File: src/rtl/bls_pkg.sv
// Shared types and constants for the Bresenham line stepper.
// Used by bls_step and by the top level; no dependencies.
package bls_pkg;

  localparam int COLOR_BITS = 4;
  localparam logic [COLOR_BITS-1:0] COLOR_RESET = 4'd4;

  typedef enum logic {
    MODE_START = 1'b0,
    MODE_STEP  = 1'b1
  } mode_t;

endpackage

File: src/rtl/bls_step.sv
// Line state, setup and per-pixel step logic of the Bresenham line stepper.
// Holds the color register and gives the result of an accepted beat combinationally.
// Depends on bls_pkg.
module bls_step
  import bls_pkg::*;
#(
  parameter int COORD_BITS = 11
) (
  input  logic                  clk,
  input  logic                  rst_n,
  input  logic                  cfg_wr_en,
  input  logic [COLOR_BITS-1:0] cfg_wr_data,
  input  logic                  accept,
  input  mode_t                 mode,
  input  logic [COORD_BITS-1:0] start_x,
  input  logic [COORD_BITS-1:0] start_y,
  input  logic [COORD_BITS-1:0] end_x,
  input  logic [COORD_BITS-1:0] end_y,
  output logic                  res_valid,
  output logic [COORD_BITS-1:0] res_x,
  output logic [COORD_BITS-1:0] res_y,
  output logic [COLOR_BITS-1:0] res_color,
  output logic                  res_last
);

  localparam int DW = COORD_BITS + 3;
  localparam int SW = COORD_BITS + 1;

  logic [COLOR_BITS-1:0] color_r;
  logic [COORD_BITS-1:0] cur_x_r, cur_x_nxt;
  logic [COORD_BITS-1:0] cur_y_r, cur_y_nxt;
  logic [DW-1:0]         decision_r, decision_nxt;
  logic [DW-1:0]         inc_straight_r, inc_straight_nxt;
  logic [DW-1:0]         inc_diagonal_r, inc_diagonal_nxt;
  logic [SW-1:0]         steps_left_r, steps_left_nxt;
  logic                  x_is_major_r, x_is_major_nxt;
  logic                  x_negative_r, x_negative_nxt;
  logic                  y_negative_r, y_negative_nxt;
  logic                  busy_r, busy_nxt;

  logic                  x_neg, y_neg, x_maj, diag;
  logic [COORD_BITS-1:0] adx, ady, major, minor;
  logic [DW-1:0]         diff;

  always_comb begin
    x_neg = end_x < start_x;
    y_neg = end_y < start_y;
    adx   = x_neg ? (start_x - end_x) : (end_x - start_x);
    ady   = y_neg ? (start_y - end_y) : (end_y - start_y);
    x_maj = adx >= ady;
    major = x_maj ? adx : ady;
    minor = x_maj ? ady : adx;
    diff  = {3'b000, minor} - {3'b000, major};
    diag  = !decision_r[DW-1];

    cur_x_nxt        = cur_x_r;
    cur_y_nxt        = cur_y_r;
    decision_nxt     = decision_r;
    inc_straight_nxt = inc_straight_r;
    inc_diagonal_nxt = inc_diagonal_r;
    steps_left_nxt   = steps_left_r;
    x_is_major_nxt   = x_is_major_r;
    x_negative_nxt   = x_negative_r;
    y_negative_nxt   = y_negative_r;
    busy_nxt         = busy_r;

    res_valid = 1'b0;
    res_x     = '0;
    res_y     = '0;
    res_color = '0;
    res_last  = 1'b0;

    case (mode)
      MODE_START: begin
        cur_x_nxt        = start_x;
        cur_y_nxt        = start_y;
        inc_straight_nxt = {2'b00, minor, 1'b0};
        inc_diagonal_nxt = {diff[DW-2:0], 1'b0};
        decision_nxt     = {2'b00, minor, 1'b0} - {3'b000, major};
        steps_left_nxt   = {1'b0, major};
        x_is_major_nxt   = x_maj;
        x_negative_nxt   = x_neg;
        y_negative_nxt   = y_neg;
        busy_nxt         = major != '0;
        res_valid        = 1'b1;
        res_x            = start_x;
        res_y            = start_y;
        res_color        = color_r;
        res_last         = major == '0;
      end
      MODE_STEP: begin
        if (busy_r) begin
          decision_nxt = decision_r + (diag ? inc_diagonal_r : inc_straight_r);
          if (x_is_major_r || diag) begin
            cur_x_nxt = x_negative_r ? cur_x_r - COORD_BITS'(1) : cur_x_r + COORD_BITS'(1);
          end
          if (!x_is_major_r || diag) begin
            cur_y_nxt = y_negative_r ? cur_y_r - COORD_BITS'(1) : cur_y_r + COORD_BITS'(1);
          end
          steps_left_nxt = steps_left_r - SW'(1);
          busy_nxt       = steps_left_nxt != '0;
          res_valid      = 1'b1;
          res_x          = cur_x_nxt;
          res_y          = cur_y_nxt;
          res_color      = color_r;
          res_last       = !busy_nxt;
        end
      end
      default: begin
        res_valid = 1'b0;
      end
    endcase
  end

  always_ff @(posedge clk) begin
    if (!rst_n) begin
      color_r <= COLOR_RESET;
    end else if (cfg_wr_en) begin
      color_r <= cfg_wr_data;
    end
  end

  always_ff @(posedge clk) begin
    if (!rst_n) begin
      cur_x_r        <= '0;
      cur_y_r        <= '0;
      decision_r     <= '0;
      inc_straight_r <= '0;
      inc_diagonal_r <= '0;
      steps_left_r   <= '0;
      x_is_major_r   <= 1'b0;
      x_negative_r   <= 1'b0;
      y_negative_r   <= 1'b0;
      busy_r         <= 1'b0;
    end else if (accept) begin
      cur_x_r        <= cur_x_nxt;
      cur_y_r        <= cur_y_nxt;
      decision_r     <= decision_nxt;
      inc_straight_r <= inc_straight_nxt;
      inc_diagonal_r <= inc_diagonal_nxt;
      steps_left_r   <= steps_left_nxt;
      x_is_major_r   <= x_is_major_nxt;
      x_negative_r   <= x_negative_nxt;
      y_negative_r   <= y_negative_nxt;
      busy_r         <= busy_nxt;
    end
  end

`ifndef SYNTHESIS
  a_busy_has_steps: assert property (@(posedge clk) disable iff (!rst_n)
    busy_r |-> steps_left_r != '0)
    else $error("busy line with no steps left");
  a_idle_no_steps: assert property (@(posedge clk) disable iff (!rst_n)
    !busy_r |-> steps_left_r == '0)
    else $error("idle line with steps left");
  a_last_step_idles: assert property (@(posedge clk) disable iff (!rst_n)
    accept && mode == MODE_STEP && busy_r && steps_left_r == SW'(1) |=> !busy_r)
    else $error("line still busy after its last pixel");
`endif

endmodule

File: src/rtl/bls_out_skid.sv
// Output register with one skid entry for the Bresenham line stepper.
// Generic over the payload width; no dependencies.
module bls_out_skid #(
  parameter int WIDTH = 8
) (
  input  logic             clk,
  input  logic             rst_n,
  input  logic             in_valid,
  output logic             in_ready,
  input  logic [WIDTH-1:0] in_data,
  output logic             out_valid,
  input  logic             out_ready,
  output logic [WIDTH-1:0] out_data
);

  logic             out_valid_r, out_valid_nxt;
  logic             skid_valid_r, skid_valid_nxt;
  logic [WIDTH-1:0] out_data_r, out_data_nxt;
  logic [WIDTH-1:0] skid_data_r, skid_data_nxt;
  logic             push, pop;

  assign in_ready  = !skid_valid_r;
  assign out_valid = out_valid_r;
  assign out_data  = out_data_r;
  assign push      = in_valid && in_ready;
  assign pop       = out_valid_r && out_ready;

  always_comb begin
    out_valid_nxt  = out_valid_r;
    skid_valid_nxt = skid_valid_r;
    out_data_nxt   = out_data_r;
    skid_data_nxt  = skid_data_r;
    if (!out_valid_r || pop) begin
      if (skid_valid_r) begin
        out_valid_nxt  = 1'b1;
        out_data_nxt   = skid_data_r;
        skid_valid_nxt = 1'b0;
      end else if (push) begin
        out_valid_nxt = 1'b1;
        out_data_nxt  = in_data;
      end else begin
        out_valid_nxt = 1'b0;
      end
    end else if (push) begin
      skid_valid_nxt = 1'b1;
      skid_data_nxt  = in_data;
    end
  end

  always_ff @(posedge clk) begin
    if (!rst_n) begin
      out_valid_r  <= 1'b0;
      skid_valid_r <= 1'b0;
    end else begin
      out_valid_r  <= out_valid_nxt;
      skid_valid_r <= skid_valid_nxt;
    end
  end

  always_ff @(posedge clk) begin
    out_data_r  <= out_data_nxt;
    skid_data_r <= skid_data_nxt;
  end

`ifndef SYNTHESIS
  a_skid_behind_out: assert property (@(posedge clk) disable iff (!rst_n)
    skid_valid_r |-> out_valid_r)
    else $error("skid entry held while output register is empty");
  a_skid_drains: assert property (@(posedge clk) disable iff (!rst_n)
    skid_valid_r && out_ready |=> out_valid_r && !skid_valid_r)
    else $error("skid entry not moved to output register");
  a_direct_load: assert property (@(posedge clk) disable iff (!rst_n)
    push && !out_valid_r |=> out_valid_r && !skid_valid_r)
    else $error("beat into empty stage did not land in output register");
`endif

endmodule

File: src/rtl/bresenham_line_stepper.sv
// Bresenham line stepper top level: one pixel result per input beat, eight octants.
// Each result beat is registered in the output register, or in the skid entry while the output stalls.
// Throughput is one beat per cycle while in_tready is high; the step registers update only on an accepted beat.
// A one-entry skid lets one more input beat be accepted while a result waits for out_tready.
// Reset (rst_n low, synchronous) makes the stepper idle and sets the pixel color to 4.
// Depends on bls_pkg, bls_step and bls_out_skid.
module bresenham_line_stepper
  import bls_pkg::*;
#(
  parameter int COORD_BITS = 11
) (
  input  logic                              clk,
  input  logic                              rst_n,
  input  logic                              cfg_wr_en,
  input  logic [COLOR_BITS-1:0]             cfg_wr_data,
  input  logic                              in_tvalid,
  output logic                              in_tready,
  // start_x, start_y, end_x, end_y from the lowest bit up, zero padded.
  input  logic [((4*COORD_BITS+7)/8)*8-1:0] in_tdata,
  // mode.
  input  logic                              in_tuser,
  output logic                              out_tvalid,
  input  logic                              out_tready,
  // pixel_x, pixel_y, color from the lowest bit up, zero padded.
  output logic [((2*COORD_BITS+COLOR_BITS+7)/8)*8-1:0] out_tdata,
  // pixel_valid.
  output logic                              out_tuser,
  output logic                              out_tlast
);

  localparam int C      = COORD_BITS;
  localparam int PIX_W  = 2 * C + COLOR_BITS;
  localparam int OUT_W  = ((PIX_W + 7) / 8) * 8;
  localparam int SKID_W = PIX_W + 2;

  logic                  accept;
  logic                  res_valid, res_last;
  logic [C-1:0]          res_x, res_y;
  logic [COLOR_BITS-1:0] res_color;
  logic [SKID_W-1:0]     res_data, held_data;

  assign accept = in_tvalid && in_tready;

  bls_step #(
    .COORD_BITS(COORD_BITS)
  ) u_step (
    .clk        (clk),
    .rst_n      (rst_n),
    .cfg_wr_en  (cfg_wr_en),
    .cfg_wr_data(cfg_wr_data),
    .accept     (accept),
    .mode       (mode_t'(in_tuser)),
    .start_x    (in_tdata[C-1:0]),
    .start_y    (in_tdata[2*C-1:C]),
    .end_x      (in_tdata[3*C-1:2*C]),
    .end_y      (in_tdata[4*C-1:3*C]),
    .res_valid  (res_valid),
    .res_x      (res_x),
    .res_y      (res_y),
    .res_color  (res_color),
    .res_last   (res_last)
  );

  assign res_data = {res_last, res_valid, res_color, res_y, res_x};

  bls_out_skid #(
    .WIDTH(SKID_W)
  ) u_out (
    .clk      (clk),
    .rst_n    (rst_n),
    .in_valid (in_tvalid),
    .in_ready (in_tready),
    .in_data  (res_data),
    .out_valid(out_tvalid),
    .out_ready(out_tready),
    .out_data (held_data)
  );

  assign out_tdata = OUT_W'(held_data[PIX_W-1:0]);
  assign out_tuser = held_data[PIX_W];
  assign out_tlast = held_data[PIX_W+1];

endmodule
File: config.mk
export PLATFORM = sky130hd
export DESIGN_NAME = bresenham_line_stepper
export DESIGN_NICKNAME = d
export VERILOG_FILES = /design/src/rtl/bls_pkg.sv /design/src/rtl/bls_step.sv /design/src/rtl/bls_out_skid.sv /design/src/rtl/bresenham_line_stepper.sv
export SDC_FILE = /design/constraint.sdc
export NUM_CORES = 1
export LEC_CHECK = 0
export ABC_AREA = 1
export BUFFER_PORTS_ARGS = -buffer_cell sky130_fd_sc_hd__buf_2
export CAP_MARGIN = 0
export CELL_PAD_IN_SITES_DETAIL_PLACEMENT = 0
export CELL_PAD_IN_SITES_GLOBAL_PLACEMENT = 1
export CORE_MARGIN = 2
export CORE_UTILIZATION = 40
export CTS_CLUSTER_SIZE = 16
export DETAILED_ROUTE_END_ITERATION = 8
export PLACE_DENSITY_LB_ADDON = 0.2
export REMOVE_ABC_BUFFERS = 1
export SLEW_MARGIN = 20
export SYNTH_ARGS = -nofsm -noshare
export SYNTH_HDL_FRONTEND = slang
export SYNTH_SLANG_ARGS = --single-unit
File: constraint.sdc
create_clock -name clk -period 3.7 [get_ports clk]
set_input_delay 0.185 -clock clk [delete_from_list [all_inputs] [get_ports clk]]
set_output_delay 0.185 -clock clk [all_outputs]
set_load 0.05 [all_outputs]
# After elaboration in Yosys (flattened, before gate mapping)
# Index checks and enable logic that the tools add are counted.
dict set report totals {
  reg_bits 138
  input_bits 58
  out_inout_bits 36
  wordCells 86
}
dict set report op_classes {
  add_sub_neg 12
  n_lt_le_gt_ge 3
  eq_ne 1
  mux 33
  n_bitwise 3
  n_reduce_logical 19
}
# op count
set ops {}
lappend ops {{$mux 11} 12}
lappend ops {{$pmux 11 s2} 4}
lappend ops {{$mux 28} 2}
lappend ops {{$sub 11x11->11} 4}
lappend ops {{$mux 14} 2}
lappend ops {{$pmux 14 s2} 1}
lappend ops {{$pmux 12 s2} 1}
lappend ops {{$add 11x1->11 const B} 2}
lappend ops {{$lt 11x11->1} 2}
lappend ops {{$sub 11x1->11 const B} 2}
lappend ops {{$add 14x14->14} 1}
lappend ops {{$sub 12x11->13} 1}
lappend ops {{$mux 12} 1}
lappend ops {{$reduce_bool 12->1} 1}
lappend ops {{$sub 11x11->12} 1}
lappend ops {{$sub 12x1->12 const B} 1}
lappend ops {{$ge 11x11->1} 1}
lappend ops {{$logic_not 11->1} 1}
lappend ops {{$reduce_bool 11->1} 1}
lappend ops {{$pmux 4 s2} 1}
lappend ops {{$reduce_and 2->1} 4}
lappend ops {{$pmux 1 s2} 3}
lappend ops {{$logic_not 1->1} 5}
lappend ops {{$mux 1} 5}
lappend ops {{7 further kinds} 12}

# Logic depth before layout (Yosys ltp)
dict set report depth {
  ltp_word 8
  depth_mapped 39
  ltp_nobuf 38
}

# Modules after synthesis
# Synthesis repeated with hierarchy kept, for this count alone.
dict set report unflattened {
  cells_unflattened 1843
  hier_area_um2 12145.4
}
# mod instances cells_per_inst area_per_inst_um2 seq_area_each_um2
set by_module_without_submodules {}
lappend by_module_without_submodules {bls_step 1 1676 9974.6 1561.5}
lappend by_module_without_submodules {bls_out_skid 1 158 2114.5 1721.7}
lappend by_module_without_submodules {bresenham_line_stepper 1 9 56.3 0.0}

# Worst setup path after synthesis
# Ideal clock, no wire load.
dict set report synth_timing {
  path_type {input to register}
  startpoint {input in_tdata[0]}
  endpoint {register u_step.decision_r[13]}
  setup_ps 109
  t_arrival_ps 3938
  setup_slack_ps -347
  path_stages 32
  path_cell_list {inv_1 > ha_1 > fa_1 > nor2_1 > nor2_1 > inv_1 > nand3_1 > and3_1 > o21ai_1 > nand2_1 > ha_1 > nand2_2 > nor2_4 > nand2_2 > o21ai_4 > nor2_4 > buf_4 > buf_4 > nand2_1 > nand2_2 > ha_1 > inv_1 > o21bai_2 > inv_2 > o21ai_1 > inv_2 > nand2_2 > nand2_1 > nand3_2 > nand3_1 > nand2_1 > inv_1}
}
dict set report synth_via {
  elab_chain_cells 6
}
# element line
set synth_rtl {}
lappend synth_rtl {{from (decl)} bresenham_line_stepper.sv:19} ;# input logic [((4*COORD_BITS+7)/8)*8-1:0] in_tdata,
lappend synth_rtl {{$sub 11x11->11 / $lt 11x11->1 (equally long branches)} {bls_step.sv:48, bls_step.sv:46}}
lappend synth_rtl {{$mux 11 *} bls_step.sv:48} ;# adx = x_neg ? (start_x - end_x) : (end_x - start_x);
lappend synth_rtl {{$ge 11x11->1} bls_step.sv:50} ;# x_maj = adx >= ady;
lappend synth_rtl {{$mux 11 (on tied branches)} {bls_step.sv:52, bls_step.sv:51}}
lappend synth_rtl {{$sub 12x11->13 *} bls_step.sv:79} ;# decision_nxt = {2'b00, minor, 1'b0} - {3'b000, major};
lappend synth_rtl {{$pmux 14 s2 *} bls_step.sv:73} ;# case (mode)
lappend synth_rtl {{to (signal assigned)} bls_step.sv:138} ;# decision_r <= decision_nxt;
lappend synth_rtl {{to (decl)} bls_step.sv:32} ;# logic [DW-1:0] decision_r, decision_nxt;
# Every way passes the cells marked *; elsewhere a longest branch is shown, timed or not.
# A chain may end at the register's enable or synchronous reset.

# Worst setup path after layout
dict set report layout_timing {
  startpoint {input in_tdata[2]}
  endpoint {register u_step.decision_r[5]}
}
# The elaborated chain is that of the path after synthesis.

==> flow_summary.toml <==
[sta]
rsz0062_at_grt = "true"
whs_ns = 0.0474
period_needed_ns = 3.68
fin_skew_ns = 0.0136
worst_pin_slew_ns = 1.07
max_freq_mhz = 271
layout_setup_ws_ns = 0.0154
setup_viol = 0
hold_viol_final = 0
maxSlewViolCount = 0
fin_crit_sh_pct = 99.6
relSlewSlack_pct = 28.5

[route]
wire_per_inst_um = 15.4
ant_nets = 0
drtIter0Drc = 847
viasPerCell = 5.02
drcViolationCount = 0
route.vias.total = 12700
drt_first_pass_iters = 5
wl_um = 39100

[logic_synthesis]
ys_types = 56
avgSynthCellArea_sq_um = 6.69
synth.most_common_cell = "nand2_1"
synth_common_cells = "nand2_1, inv_1, a21oi_1, nor2_1, ha_1"
syn-instance-count = 1778
ys_seq_area_share_pct = 27.6
ys_ff_latch = 136
ys.flop_type = "dfxtp_1"
synth-async-reset-ratio_pct = 0
yosysWarnings = 0
synth_area_sq_um = 11900
synth_area_leaders = "nand2_1, edfxtp_1, dfxtp_1"
synth_top_area_share_pct = 17.1
synth_top_area_cell = "nand2_1"
synth_enable_flop_cells = 56

[setup_path]
cp-end-kind = "flip-flop"
crit_top_cell = "inv_2"
cp.required_ns = 4.07
cp_slowest_cell = "ha_4"
setup.worst_path.class = "in -> reg"
r2r-start = "u_step.decision_r[13]"
r2r_cells = 15
r2r_end = "u_step.decision_r[11]"
start_kind = "primary input"
cp_max_fo = 7
ff2ff_setup_slack_ns = 0.53
max_stage_delay_ns = 0.31
arrival_ns = 4.05

[pwr]
p_leak_nw = 8.33
vdd_drop_max_uv = 405
p_total_w = 0.0102
cellPowerDensity_nw_per_um2 = 607

[layout]
final_nets = 2292
syn_to_final_growth_pct = 42.0
layout-drive-gt1-share_pct = 35.1
design_area_sq_um = 16900

[outcome]
status = "completed"

[min_path]
hp-class = "in -> reg"
min_path_cells = 3
hold-path-endpoint = "u_step.color_r[1]"
hp-start = "cfg_wr_data[1]"

[clock_network]
cts_tree = "built"
clock_latency_ns = 0.43
htreeDepth = 4
root_buffer = "clkbuf_16"
cts_buffers = 17
clockBufferDepth = 2
cts.sinks = 136
path_clk_slew_ns = 0.07

[flow_run]
cap_violations = 0

[place]
gp_congestion = 0.912
io_buffer_count = 83
dp_slack_ns = -0.631
place_hpwl_um = 29000
dpl-instance-area_sq_um = 14500

[die]
die_h_um = 176
ios = 94
die_w_um = 176
start_util_pct = 40.4
core-area_sq_um = 29500
std_cell_rows = 63
dieArea_sq_um = 31100

[global_routing]
grt_max_degree = 36
grtUsageTotal_pct = 24.7
grt_pass1_vias = 12100
antenna_found_initial = 1
grt_pass1_wl_um = 61100
overflow = 0
-- metal layers --
metal	up-vias	share of wire [%]	global-route usage (%)
met5	-	0	0
met4	0	1.6	7.02
met3	38	4.3	2.56
met2	292	48	42.1
met1	5907	46	33.1
li1	6487	-	-
-- cell usage in the layout (no fill, tap or decap), types with 33 or more instances in the layout --
cell type,count
nand2_2,97
nor2_1,101
ha_1,53
inv_2,39
ha_4,40
o21ai_0,73
dfxtp_1,80
nand2_1,461
nand3_1,62
inv_1,206
a21oi_1,121
edfxtp_1,56
buf_4,285
buf_2,77
xor2_1,33
-- flip-flops by register name, summed over array words and instances (netlist names), 4 cells and up --
signal,flops
u_step.steps_left_r,12
u_step.inc_straight_r,11
u_step.cur_x_r,11
u_out.skid_data_r,28
u_out.out_data,28
u_step.inc_diagonal_r,12
u_step.decision_r,13
u_step.cur_y_r,11
u_step.color_r,4
-- area by class of cell --
type,count,area (sq um)
Fill cell,2805,12600
Multi-Input combinational cell,1334,8700
Sequential cell,136,3280
Timing Repair Buffer,387,2850
Inverter,257,985
Tap cell,390,488
Clock buffer,20,458
Clock inverter,12,136
Antenna cell,1,2.50
-- kinds of logic after synthesis --
logic type | count (synthesis) | share of synthesized area [%]
XOR/XNOR | 40 | 2.94
flip-flops | 136 | 27.6
buffers and inverters | 315 | 10.7
AND/OR/NAND/NOR | 870 | 32.2
other | 1 | 0.0315
AO/OA/AOI/OAI | 315 | 15.5
adder cells (fa/ha/maj) | 101 | 11.1
-- power by group --
group / switching, W / total, W / internal (W)
logic: 0.00377 / 0.00671 / 0.00294
clock network: 0.000706 / 0.00174 / 0.00104
registers: 0.0000854 / 0.00179 / 0.00170
total: 0.00457 / 0.0102 / 0.00568
-- how the worst max path moves through the flow --
| stage | startpoint | to | slack [ns] | cells after the start |
|---|---|---|---|---|
| 6_report | in_tdata[2] | u_step.decision_r[5] | 0.02 | 33 |
| 4_1_cts | in_tdata[14] | u_step.decision_r[10] | 0.0008 | 36 |
| 3_5_place_dp | in_tdata[0] | u_step.decision_r[10] | -0.63 | 33 |
| 2_1_floorplan | in_tdata[0] | u_step.decision_r[12] | -0.55 | 32 |
| 3_3_place_gp | in_tdata[19] | u_step.decision_r[11] | -0.60 | 29 |
| 5_1_grt | in_tdata[2] | u_step.decision_r[5] | -0.23 | 33 |
-- timing repair --
| action | CTS | global route |
|---|---|---|
| gates cloned | 1 | 2 |
| hold endpoints to repair | 1 | 0 |
| setup endpoints to repair | 22 | 25 |
| setup buffers | 6 | 31 |
| hold buffers | 3 | 0 |
| resized for setup | 55 | 275 |
| pin swaps | 11 | 130 |
-- critical path, delay by kind of cell --
family                   cells  cell delay [ns]
AND/OR/NAND/NOR             15             1.44
buffers and inverters       10             1.02
adder cells (fa/ha/maj)      3             0.76
AO/OA/AOI/OAI                5             0.64
-- through the flow --
step | cells | setup TNS (ns) | util (%)
2_1_floorplan | 1725 | -11.00 | -
3_3_place_gp | 2461 | -12.47 | 49.3
3_5_place_dp | 2461 | -13.83 | 49.3
4_1_cts | 2503 | 0 | 52.9
5_1_grt | 2537 | -2.57 | 57.3
6_report | 2537 | 0 | 57.3
Note: power is estimated with default switching activity, not from simulation.
